**src/hw/rtl/command_packet_framer_top_defines.svh**
```systemverilog
// ----------------------------------------------------------------------------
// Command packet framer assertion macros
// Concurrent check wrappers, compiled out when SYNTH is defined.
// ----------------------------------------------------------------------------
`ifndef COMMAND_PACKET_FRAMER_TOP_DEFINES_SVH
`define COMMAND_PACKET_FRAMER_TOP_DEFINES_SVH

`ifndef SYNTH
`define CPF_ASSERT_SAME(label, clk, rst, ante, cons) \
   label: assert property (@(posedge clk) disable iff (rst) (ante) |-> (cons)) \
      else $error("command packet framer check failed");
`define CPF_ASSERT_NEXT(label, clk, rst, ante, cons) \
   label: assert property (@(posedge clk) disable iff (rst) (ante) |=> (cons)) \
      else $error("command packet framer check failed");
`else
`define CPF_ASSERT_SAME(label, clk, rst, ante, cons)
`define CPF_ASSERT_NEXT(label, clk, rst, ante, cons)
`endif

`endif

```
**src/hw/rtl/cpf_pkg.sv**
```systemverilog
// ----------------------------------------------------------------------------
// Command packet framer package
// Shared constants, item and frame types.
// ----------------------------------------------------------------------------
package cpf_pkg;

   localparam logic [7:0] START_BYTE  = 8'hFF;
   localparam logic [7:0] EXT_CLASS   = 8'hFF;
   localparam logic [7:0] EXT_LEN_ADD = 8'd2;

   localparam int MAX_BYTES = 6;
   localparam int IDX_W     = 3;

   typedef enum logic {
      CMD_HEADER = 1'b0,
      CMD_PARAM  = 1'b1
   } cmd_type;

   typedef logic [7:0] byte_type;

   typedef struct packed {
      logic     cmd;
      byte_type device_class;
      byte_type device_id;
      byte_type param_count;
      byte_type instruction;
      byte_type param_byte;
   } req_item_type;

   typedef struct packed {
      byte_type [MAX_BYTES-1:0] bytes;
      logic [IDX_W-1:0]         count;
      logic                     ends;
   } frame_type;

endpackage

```
**src/hw/rtl/cpf_req_if.sv**
```systemverilog
// ----------------------------------------------------------------------------
// Command packet framer request channel
// Valid/ready channel carrying one command item per transaction.
// ----------------------------------------------------------------------------
interface cpf_req_if;
   logic       valid;
   logic       ready;
   logic       cmd;
   logic [7:0] device_class;
   logic [7:0] device_id;
   logic [7:0] param_count;
   logic [7:0] instruction;
   logic [7:0] param_byte;

   modport source (
      output valid, cmd, device_class, device_id, param_count, instruction, param_byte,
      input  ready
   );
   modport sink (
      input  valid, cmd, device_class, device_id, param_count, instruction, param_byte,
      output ready
   );
endinterface

```
**src/hw/rtl/cpf_rsp_if.sv**
```systemverilog
// ----------------------------------------------------------------------------
// Command packet framer response channel
// Valid/ready channel carrying one packet byte per transaction.
// ----------------------------------------------------------------------------
interface cpf_rsp_if;
   logic       valid;
   logic       ready;
   logic [7:0] out_byte;
   logic       last;

   modport source (
      output valid, out_byte, last,
      input  ready
   );
   modport sink (
      input  valid, out_byte, last,
      output ready
   );
endinterface

```
**src/hw/rtl/cpf_frame_gen.sv**
```systemverilog
// ----------------------------------------------------------------------------
// Command packet framer frame generator
// Holds packet state and builds the bytes one item contributes.
// ----------------------------------------------------------------------------
module cpf_frame_gen (
   input  logic                 clock,
   input  logic                 reset,
   input  logic                 accept,
   input  cpf_pkg::req_item_type item,
   output cpf_pkg::frame_type   frame
);

   logic [7:0] running_sum_ff, running_sum_in;
   logic [7:0] params_left_ff, params_left_in;
   logic       invert_sum_ff,  invert_sum_in;
   logic       in_packet_ff,   in_packet_in;

   logic       ext;
   logic [7:0] len;
   logic [7:0] hdr_sum;
   logic [7:0] par_sum;
   logic [7:0] left_dec;

   always_comb begin
      ext      = (item.device_class == cpf_pkg::EXT_CLASS);
      len      = ext ? item.param_count + cpf_pkg::EXT_LEN_ADD : item.param_count;
      hdr_sum  = item.device_id + len + item.instruction;
      par_sum  = running_sum_ff + item.param_byte;
      left_dec = params_left_ff - 8'd1;

      frame          = '0;
      running_sum_in = running_sum_ff;
      params_left_in = params_left_ff;
      invert_sum_in  = invert_sum_ff;
      in_packet_in   = in_packet_ff;

      if (item.cmd == cpf_pkg::CMD_HEADER) begin
         frame.bytes[0] = cpf_pkg::START_BYTE;
         frame.bytes[1] = item.device_class;
         frame.bytes[2] = item.device_id;
         frame.bytes[3] = len;
         frame.bytes[4] = item.instruction;
         frame.bytes[5] = ext ? ~hdr_sum : hdr_sum;
         running_sum_in = hdr_sum;
         params_left_in = item.param_count;
         invert_sum_in  = ext;
         if (item.param_count == 8'd0) begin
            frame.count  = cpf_pkg::IDX_W'(6);
            frame.ends   = 1'b1;
            in_packet_in = 1'b0;
         end else begin
            frame.count  = cpf_pkg::IDX_W'(5);
            in_packet_in = 1'b1;
         end
      end else if (in_packet_ff) begin
         frame.bytes[0] = item.param_byte;
         frame.bytes[1] = invert_sum_ff ? ~par_sum : par_sum;
         running_sum_in = par_sum;
         params_left_in = left_dec;
         if (left_dec == 8'd0) begin
            frame.count  = cpf_pkg::IDX_W'(2);
            frame.ends   = 1'b1;
            in_packet_in = 1'b0;
         end else begin
            frame.count  = cpf_pkg::IDX_W'(1);
         end
      end
   end

   always_ff @(posedge clock) begin
      if (reset) begin
         running_sum_ff <= '0;
         params_left_ff <= '0;
         invert_sum_ff  <= 1'b0;
         in_packet_ff   <= 1'b0;
      end else if (accept) begin
         running_sum_ff <= running_sum_in;
         params_left_ff <= params_left_in;
         invert_sum_ff  <= invert_sum_in;
         in_packet_ff   <= in_packet_in;
      end
   end

endmodule

```
**src/hw/rtl/command_packet_framer_top.sv**
```systemverilog
// ----------------------------------------------------------------------------
// Command packet framer
// Turns header and parameter items into a framed, checksummed byte stream.
// ----------------------------------------------------------------------------
//  channel  | dir | transaction
//  req_ch   | in  | one item: header (cmd 0) or parameter byte (cmd 1)
//  rsp_ch   | out | one packet byte, last set on the checksum
//
//  A header yields 5 or 6 bytes, a parameter 1 or 2, a stray parameter none.
//  Bytes leave one per cycle from the frame buffer; the next item is taken
//  in the cycle the final buffered byte is taken, so items flow gap-free.
//  Synchronous active-high reset empties the buffer and closes any packet.
//  A stall on rsp_ch holds the current byte and back-pressures req_ch.
`include "command_packet_framer_top_defines.svh"

module command_packet_framer_top (
   input logic     clock,
   input logic     reset,
   cpf_req_if.sink   req_ch,
   cpf_rsp_if.source rsp_ch
);

   cpf_pkg::req_item_type item;
   cpf_pkg::frame_type    frame;
   cpf_pkg::frame_type    buf_ff;

   logic                       buf_valid_ff;
   logic [cpf_pkg::IDX_W-1:0]  idx_ff;
   logic                       at_end;
   logic                       rsp_take;
   logic                       drain;
   logic                       accept;

   always_comb begin
      item.cmd          = req_ch.cmd;
      item.device_class = req_ch.device_class;
      item.device_id    = req_ch.device_id;
      item.param_count  = req_ch.param_count;
      item.instruction  = req_ch.instruction;
      item.param_byte   = req_ch.param_byte;
   end

   assign at_end       = (idx_ff == buf_ff.count - cpf_pkg::IDX_W'(1));
   assign rsp_take     = buf_valid_ff && rsp_ch.ready;
   assign drain        = rsp_take && at_end;
   assign req_ch.ready = !buf_valid_ff || drain;
   assign accept       = req_ch.valid && req_ch.ready;

   assign rsp_ch.valid    = buf_valid_ff;
   assign rsp_ch.out_byte = buf_ff.bytes[idx_ff];
   assign rsp_ch.last     = buf_ff.ends && at_end;

   cpf_frame_gen u_frame_gen (
      .clock  (clock),
      .reset  (reset),
      .accept (accept),
      .item   (item),
      .frame  (frame)
   );

   always_ff @(posedge clock) begin
      if (accept && frame.count != '0) begin
         buf_ff <= frame;
      end
   end

   always_ff @(posedge clock) begin
      if (reset) begin
         buf_valid_ff <= 1'b0;
         idx_ff       <= '0;
      end else if (accept && frame.count != '0) begin
         buf_valid_ff <= 1'b1;
         idx_ff       <= '0;
      end else if (drain) begin
         buf_valid_ff <= 1'b0;
         idx_ff       <= '0;
      end else if (rsp_take) begin
         idx_ff <= idx_ff + cpf_pkg::IDX_W'(1);
      end
   end

   `CPF_ASSERT_SAME(a_idx_in_frame, clock, reset, buf_valid_ff, idx_ff < buf_ff.count)
   `CPF_ASSERT_SAME(a_accept_only_drained, clock, reset, accept && buf_valid_ff, drain)
   `CPF_ASSERT_NEXT(a_last_closes, clock, reset, rsp_take && rsp_ch.last && !accept, !buf_valid_ff)

endmodule
```
**src/flat_wrapper.sv**
```systemverilog
// flat-port wrapper written by rule: the top's interface ports become plain ports
module command_packet_framer_top_flat 
  (clock, reset, req_ch_valid, req_ch_cmd, req_ch_device_class, req_ch_device_id, req_ch_param_count, req_ch_instruction, req_ch_param_byte, req_ch_ready, rsp_ch_valid, rsp_ch_out_byte, rsp_ch_last, rsp_ch_ready);
  cpf_req_if req_ch_i ();
  cpf_rsp_if rsp_ch_i ();
  input logic clock;
  input logic reset;
  input wire logic [$bits(req_ch_i.valid)-1:0] req_ch_valid;
  input wire logic [$bits(req_ch_i.cmd)-1:0] req_ch_cmd;
  input wire logic [$bits(req_ch_i.device_class)-1:0] req_ch_device_class;
  input wire logic [$bits(req_ch_i.device_id)-1:0] req_ch_device_id;
  input wire logic [$bits(req_ch_i.param_count)-1:0] req_ch_param_count;
  input wire logic [$bits(req_ch_i.instruction)-1:0] req_ch_instruction;
  input wire logic [$bits(req_ch_i.param_byte)-1:0] req_ch_param_byte;
  output wire logic [$bits(req_ch_i.ready)-1:0] req_ch_ready;
  output wire logic [$bits(rsp_ch_i.valid)-1:0] rsp_ch_valid;
  output wire logic [$bits(rsp_ch_i.out_byte)-1:0] rsp_ch_out_byte;
  output wire logic [$bits(rsp_ch_i.last)-1:0] rsp_ch_last;
  input wire logic [$bits(rsp_ch_i.ready)-1:0] rsp_ch_ready;
  assign req_ch_i.valid = req_ch_valid;
  assign req_ch_i.cmd = req_ch_cmd;
  assign req_ch_i.device_class = req_ch_device_class;
  assign req_ch_i.device_id = req_ch_device_id;
  assign req_ch_i.param_count = req_ch_param_count;
  assign req_ch_i.instruction = req_ch_instruction;
  assign req_ch_i.param_byte = req_ch_param_byte;
  assign req_ch_ready = req_ch_i.ready;
  assign rsp_ch_valid = rsp_ch_i.valid;
  assign rsp_ch_out_byte = rsp_ch_i.out_byte;
  assign rsp_ch_last = rsp_ch_i.last;
  assign rsp_ch_i.ready = rsp_ch_ready;
  command_packet_framer_top u_core (.clock(clock), .reset(reset), .req_ch(req_ch_i), .rsp_ch(rsp_ch_i));
endmodule
```
**config.mk**
```make
export PLATFORM = sky130hd
export DESIGN_NAME = command_packet_framer_top_flat
export DESIGN_NICKNAME = d
export VERILOG_FILES = /design/src/hw/rtl/cpf_pkg.sv /design/src/hw/rtl/cpf_req_if.sv /design/src/hw/rtl/cpf_rsp_if.sv /design/src/hw/rtl/cpf_frame_gen.sv /design/src/hw/rtl/command_packet_framer_top.sv /design/src/flat_wrapper.sv
export VERILOG_INCLUDE_DIRS = /design/src /design/src/hw/rtl
export SDC_FILE = /design/constraint.sdc
export NUM_CORES = 1
export LEC_CHECK = 0
export ABC_AREA = 1
export BUFFER_PORTS_ARGS = -buffer_cell sky130_fd_sc_hd__buf_2
export CAP_MARGIN = 25
export CELL_PAD_IN_SITES_DETAIL_PLACEMENT = 0
export CELL_PAD_IN_SITES_GLOBAL_PLACEMENT = 1
export CORE_MARGIN = 4
export CORE_UTILIZATION = 44
export CTS_CLUSTER_DIAMETER = 100
export DETAILED_ROUTE_END_ITERATION = 7
export PLACE_DENSITY_LB_ADDON = 0.1
export SYNTH_ARGS = -nofsm -noshare
export SYNTH_HDL_FRONTEND = slang
export SYNTH_SLANG_ARGS = --single-unit
export TNS_END_PERCENT = 10
```
**constraint.sdc**
```tcl
create_clock -name clock -period 3.64 [get_ports clock]
set_input_delay 0.364 -clock clock [delete_from_list [all_inputs] [get_ports clock]]
set_output_delay 0.364 -clock clock [all_outputs]
set_load 0.03 [all_outputs]
```
# Yosys cells after proc, flatten, opt, wreduce, memory -nomap -nowiden
# Cells that the tools add are included.
# W data, S select, Z words.
# word_totals
register_bits,74
in_bits,45
out_inout_bits,11
elab_cells,63
# classes
add_sub_neg,7
order_cmp,1
n_eq_ne,3
muxes,21
bitwise,3
reduce_logical,14
# op_table
cell,n
$mux W8,8
$mux W20,2
$add A8 B8 Y8,3
$bmux W8 S3,1
$logic_not A8 Y1,2
$not A8 Y8,2
$add A8 B2 Y8 const B,1
$eq A8 B8 Y1 const B,1
$mux W1,8
$sub A8 B1 Y8 const B,1
$logic_and A1 B1 Y1,5
$lt A3 B4 Y1 const B,1
$mux W2,2
$reduce_and A2 Y1,2
$add A3 B1 Y3 const B,1
$eq A3 B3 Y1,1
$reduce_bool A3 Y1,1
$reduce_or A3 Y1,1
$sub A3 B1 Y3 const B,1
$ne A2 B1 Y1 const B,1
$reduce_bool A2 Y1,1
$logic_not A1 Y1,1
$logic_or A1 B1 Y1,1
$not A1 Y1,1

# Depth between registers and ports, before layout
# logic_depth
depth_word,8
mapped_depth,20
mapped_depth_nobuf,20

# Modules after synthesis
# A second synthesis with hierarchy kept.
# unflattened
hier_cells,589
area_unflattened_um2,4729.5
# modules_own_cells
module,instances,cells_per_inst,area_per_inst_um2,seq_area_each_um2
cpf_frame_gen,1,402,2463.6,360.3
command_packet_framer_top,1,187,2265.9,1641.6

# Worst setup path before layout
# No wires, ideal clock.
# synth_timing
path_type,input port to flip-flop
from,input req_ch_device_class[1]
to,"register u_core.buf_ff[50] (netlist bit), data pin"
setup_ns,0.255
arrival_ns,2.563
slack_ns,0.823
cell_stages,15
path_cell_list,nand2_1 > nor2_1 > nand2_2 > nor2_1 > xor2_1 > fa_1 > ha_1 > a21oi_1 > nand2_1 > nand2_1 > nand2_1 > a21oi_1 > nand2_1 > a21oi_1 > nor2_1
# synth_via
elab_chain_cells,6
# synth_rtl
item,line,source
start: declaration,flat_wrapper.sv:10,input wire logic [$bits(req_ch_i.device_class)-1:0] req_ch_device_class;
$eq A8 B8 Y1 *,cpf_frame_gen.sv:25,ext = (item.device_class == cpf_pkg::EXT_CLASS);
$mux W8 *,cpf_frame_gen.sv:26,len = ext ? item.param_count + cpf_pkg::EXT_LEN_ADD : item.param_count;
named net u_core.u_frame_gen.len[3],cpf_frame_gen.sv:19,logic [7:0] len;
$add A8 B8 Y8 * (2 in series),cpf_frame_gen.sv:27,hdr_sum = item.device_id + len + item.instruction;
$not A8 Y8,cpf_frame_gen.sv:43,frame.bytes[5] = ext ? ~hdr_sum : hdr_sum;
$mux W8 *,cpf_frame_gen.sv:43,
end signal: assignment,command_packet_framer_top.sv:63,buf_ff <= frame;
end: declaration,command_packet_framer_top.sv:25,cpf_pkg::frame_type buf_ff;
# Mark *: on every way through the listed nets, which the timed path passes. The rest lies on a longest branch.
# A chain may end at the register's enable or synchronous reset.

# Worst setup path in the final report
# layout_timing
from,input req_ch_device_class[5]
to,register u_core.u_frame_gen.running_sum_ff[5]
# layout_via
elab_chain_cells,5
# layout_rtl
item,line,source
$eq A8 B8 Y1,cpf_frame_gen.sv:25,
$mux W8,cpf_frame_gen.sv:26,
named net u_core.u_frame_gen.len[2],cpf_frame_gen.sv:19,
$add A8 B8 Y8 (2 in series),cpf_frame_gen.sv:27,
$mux W8,cpf_frame_gen.sv:37,if (item.cmd == cpf_pkg::CMD_HEADER) begin
end signal: assignment,cpf_frame_gen.sv:77,running_sum_ff <= running_sum_in;
end: declaration,cpf_frame_gen.sv:13,"logic [7:0] running_sum_ff, running_sum_in;"
# The timed path passes the listed nets, and every way through them passes these cells.

==> out/metrics.yaml <==
hold_depth: 2
synth_top_area_cell: "edfxtp_1"
instances_no_fill: 780
status: "finished clean"
ctsLongestPathBuffers: 2
grt_max_degree: 52
synth_top_area_share: 0.3300
ys.warnings.count: 0
cts_hold_buf: 0
final_common_cell: "nand2_1"
synthCells: 588
nets: 711
post_cts_buffers: 0
synth-seq-cells: 73
ctsResizeCount: 0
cp_max_fo: 13
holdPathEnd: "u_core.u_frame_gen.invert_sum_ff$_SDFFE_PP0P_"
synth.avg_cell_area_um2: 7.892
p_leak_nw: 2.477
synth_area_leaders: "edfxtp_1 (33%), nand2_1 (11%), dfxtp_1 (9.5%)"
pin_count: 56
worst_ir_drop_vdd_v: 0.0002287
syn-num-nets: 660
wirelength_um: 12700
max_cap_viol_count: 0
rsz0062_at_grt: "no"
cts_tree: "yes"
htreeDepth: 3
syn2layout_area_growth_pct: 14.34
start_util: 0.4515
die-width_um: 110.7
max_stage_delay_ps: 510
crit_slowest_cell: "fa_1"
gr-usage-all-layers: 0.2109
io_buffers: 55
cts.sinks: 73
globalplace.congestion: 0.8680
critPathLaunchType: "input pin"
end_kind: "register"
dr.first_iter.drc_count: 268
tns_ps: 0
first_pass_iters: 5
drtAntennaViolNets: 0
vias: 3995
fp.dieH_um: 110.7
critical_path_class: "in2reg"
hold_class: "in2reg"
clkTransAtPathRegs_ps: 80
crit_chain: "buf_2 > nand2_1 > nor2_1 > nand2_2 > o21ai_0 > inv_1 > fa_1 > inv_1 > fa_1 > o21ai_0 > xor2_1 > or2_2 > nand3_1 > nand2_1"
post-route-period-util: 0.8461
final_cell_mix: "nand2_1 (140), nor2_1 (86), inv_1 (68)"
wl_per_cell_um: 16.28
fin_worst_skew_ps: 8.158
core_um2: 10280
overflow: 0
dieArea_um2: 12250
max_slew.worst_pin.slew_ps: 740.3
crit_arrival_ps: 3390
relSlewSlack: 0.5059
timing.rr.start: "u_core.idx_ff[1]$_SDFFE_PP0P_"
finalPower_mw: 2.418
synth_cell_types: 36
via_per_inst: 5.122
p_per_area_nw_per_um2: 455.7
dp.cells: 764
r2r-end: "u_core.buf_ff[18]$_DFFE_PP_"
numCtsBuffers: 9
hold_violations: 0
setup_viol: 0
drc: 0
rows: 37
grt_first_pass_wirelength_um: 20320
drive_gt1_frac: 0.1382
fill_cells: 1068
min_period_ps: 3080
ys_seq_area_frac: 0.4249
r2r_slack_ps: 1150
reg2reg_depth: 7
clock_latency_ps: 360
crit_required_ps: 3950
hpwl_um: 9652
fin_util: 0.5163
finalMaxSlewViolations: 0
min_from: "reset"
fmax_ghz: 0.3247
syn_area_um2: 4641
grt_pass1_vias: 3910
root_buffer: "clkbuf_8"
antenna_found_initial: 0
antenna_cells: 0
[per-layer routing]
layer | track usage | vias to the layer above | wire, um
met1 | 0.3017 | 1864 | 6091
li1 | - | 2025 | -
met3 | 0.04148 | 13 | 557
met2 | 0.3273 | 93 | 5868
met4 | 0.05747 | 0 | 180
met5 | 0 | - | 0
[per-stage QoR]
stage	hold slack, ps	setup slack, ps	cell area, um2
finish	213.6	560.3	5306
global placement	444.0	257.5	5040
CTS	191.2	592.5	5306
floorplan	422.8	822.6	4641
global route	206.4	281.6	5306
detailed placement	446.6	192.5	5040
[flip-flops by register name, indices dropped and copies added, names as in the netlist]
register and cells:
u_core.buf_ff 51, u_core.idx_ff 3, u_core.rsp_ch.valid 1, u_core.u_frame_gen.in_packet_ff 1
u_core.u_frame_gen.invert_sum_ff 1, u_core.u_frame_gen.params_left_ff 8, u_core.u_frame_gen.running_sum_ff 8
[synthesized netlist by cell type]
cell        n
nor2_2      1
xor2_1     17
nand3b_1    3
fa_1        9
o211ai_1    1
nand2_4     1
clkbuf_1   16
a31oi_1     1
nand2_2     2
ha_1       18
nand3_1    25
a21o_1      2
inv_2       1
a32o_1      2
nand4_1     8
xnor2_1     8
edfxtp_1   51
mux2i_1     1
dfxtp_1    22
o21ai_1     3
nor2_1     86
nor2_4      1
nand3_4     1
nor4_1      2
or2_2       3
buf_6       1
a21oi_1    18
buf_2       1
nand3_2     1
nor3_1      4
buf_1       2
o32ai_1     8
o21ai_0    58
inv_1      69
nand2_1   140
buf_4       1
[layout make-up]
cell class	instances	area [um2]	area share
multi-input cells	424	2315	0.4362
clock buffers	9	123.9	0.02334
flip-flops and latches	73	1972	0.3716
clock inverters	7	142.6	0.02688
inverters	70	262.8	0.04952
well taps	136	170.2	0.03207
repair buffers	61	320.3	0.06036
[cell families after synthesis]
group                      after synthesis  share of synthesized area
AOI/OAI and AO/OA                       93                     0.1108
xor gates and xnor gates                25                    0.04718
adders and majority gates               27                    0.08736
buffers and inverters                   91                    0.07630
DFF                                     73                     0.4249
muxes                                    1                   0.002157
and+or+nand+nor                        278                     0.2513
[critical path, delay by kind of cell]
family,cells,cell delay (ps)
adder cells (fa/ha/maj),2,990
AND/OR/NAND/NOR,6,950
AO/OA/AOI/OAI,2,510
XOR/XNOR,1,330
buffers and inverters,3,250
[how the worst max path moves through the flow]
stage,start,endpoint,slack (ps),cells past startpoint
3_5_place_dp,req_ch_device_class[5],u_core.u_frame_gen.running_sum_ff[5]$_SDFFE_PP0P_,190,14
6_report,req_ch_device_class[5],u_core.u_frame_gen.running_sum_ff[5]$_SDFFE_PP0P_,560,14
5_1_grt,req_ch_device_class[5],u_core.buf_ff[49]$_SDFFCE_PP0P_,280,13
4_1_cts,req_ch_device_class[5],u_core.u_frame_gen.running_sum_ff[5]$_SDFFE_PP0P_,590,14
2_1_floorplan,req_ch_device_class[1],u_core.buf_ff[50]$_SDFFCE_PP0P_,820,15
3_3_place_gp,req_ch_device_class[5],u_core.buf_ff[49]$_SDFFCE_PP0P_,260,13
[report_power, final]
part | internal (mW) | switching [mW]
Combinational | 0.192 | 0.367
Clock | 0.526 | 0.335
Sequential | 0.964 | 0.0340
Total | 1.68 | 0.736
Power figures use the tool's default switching activity.
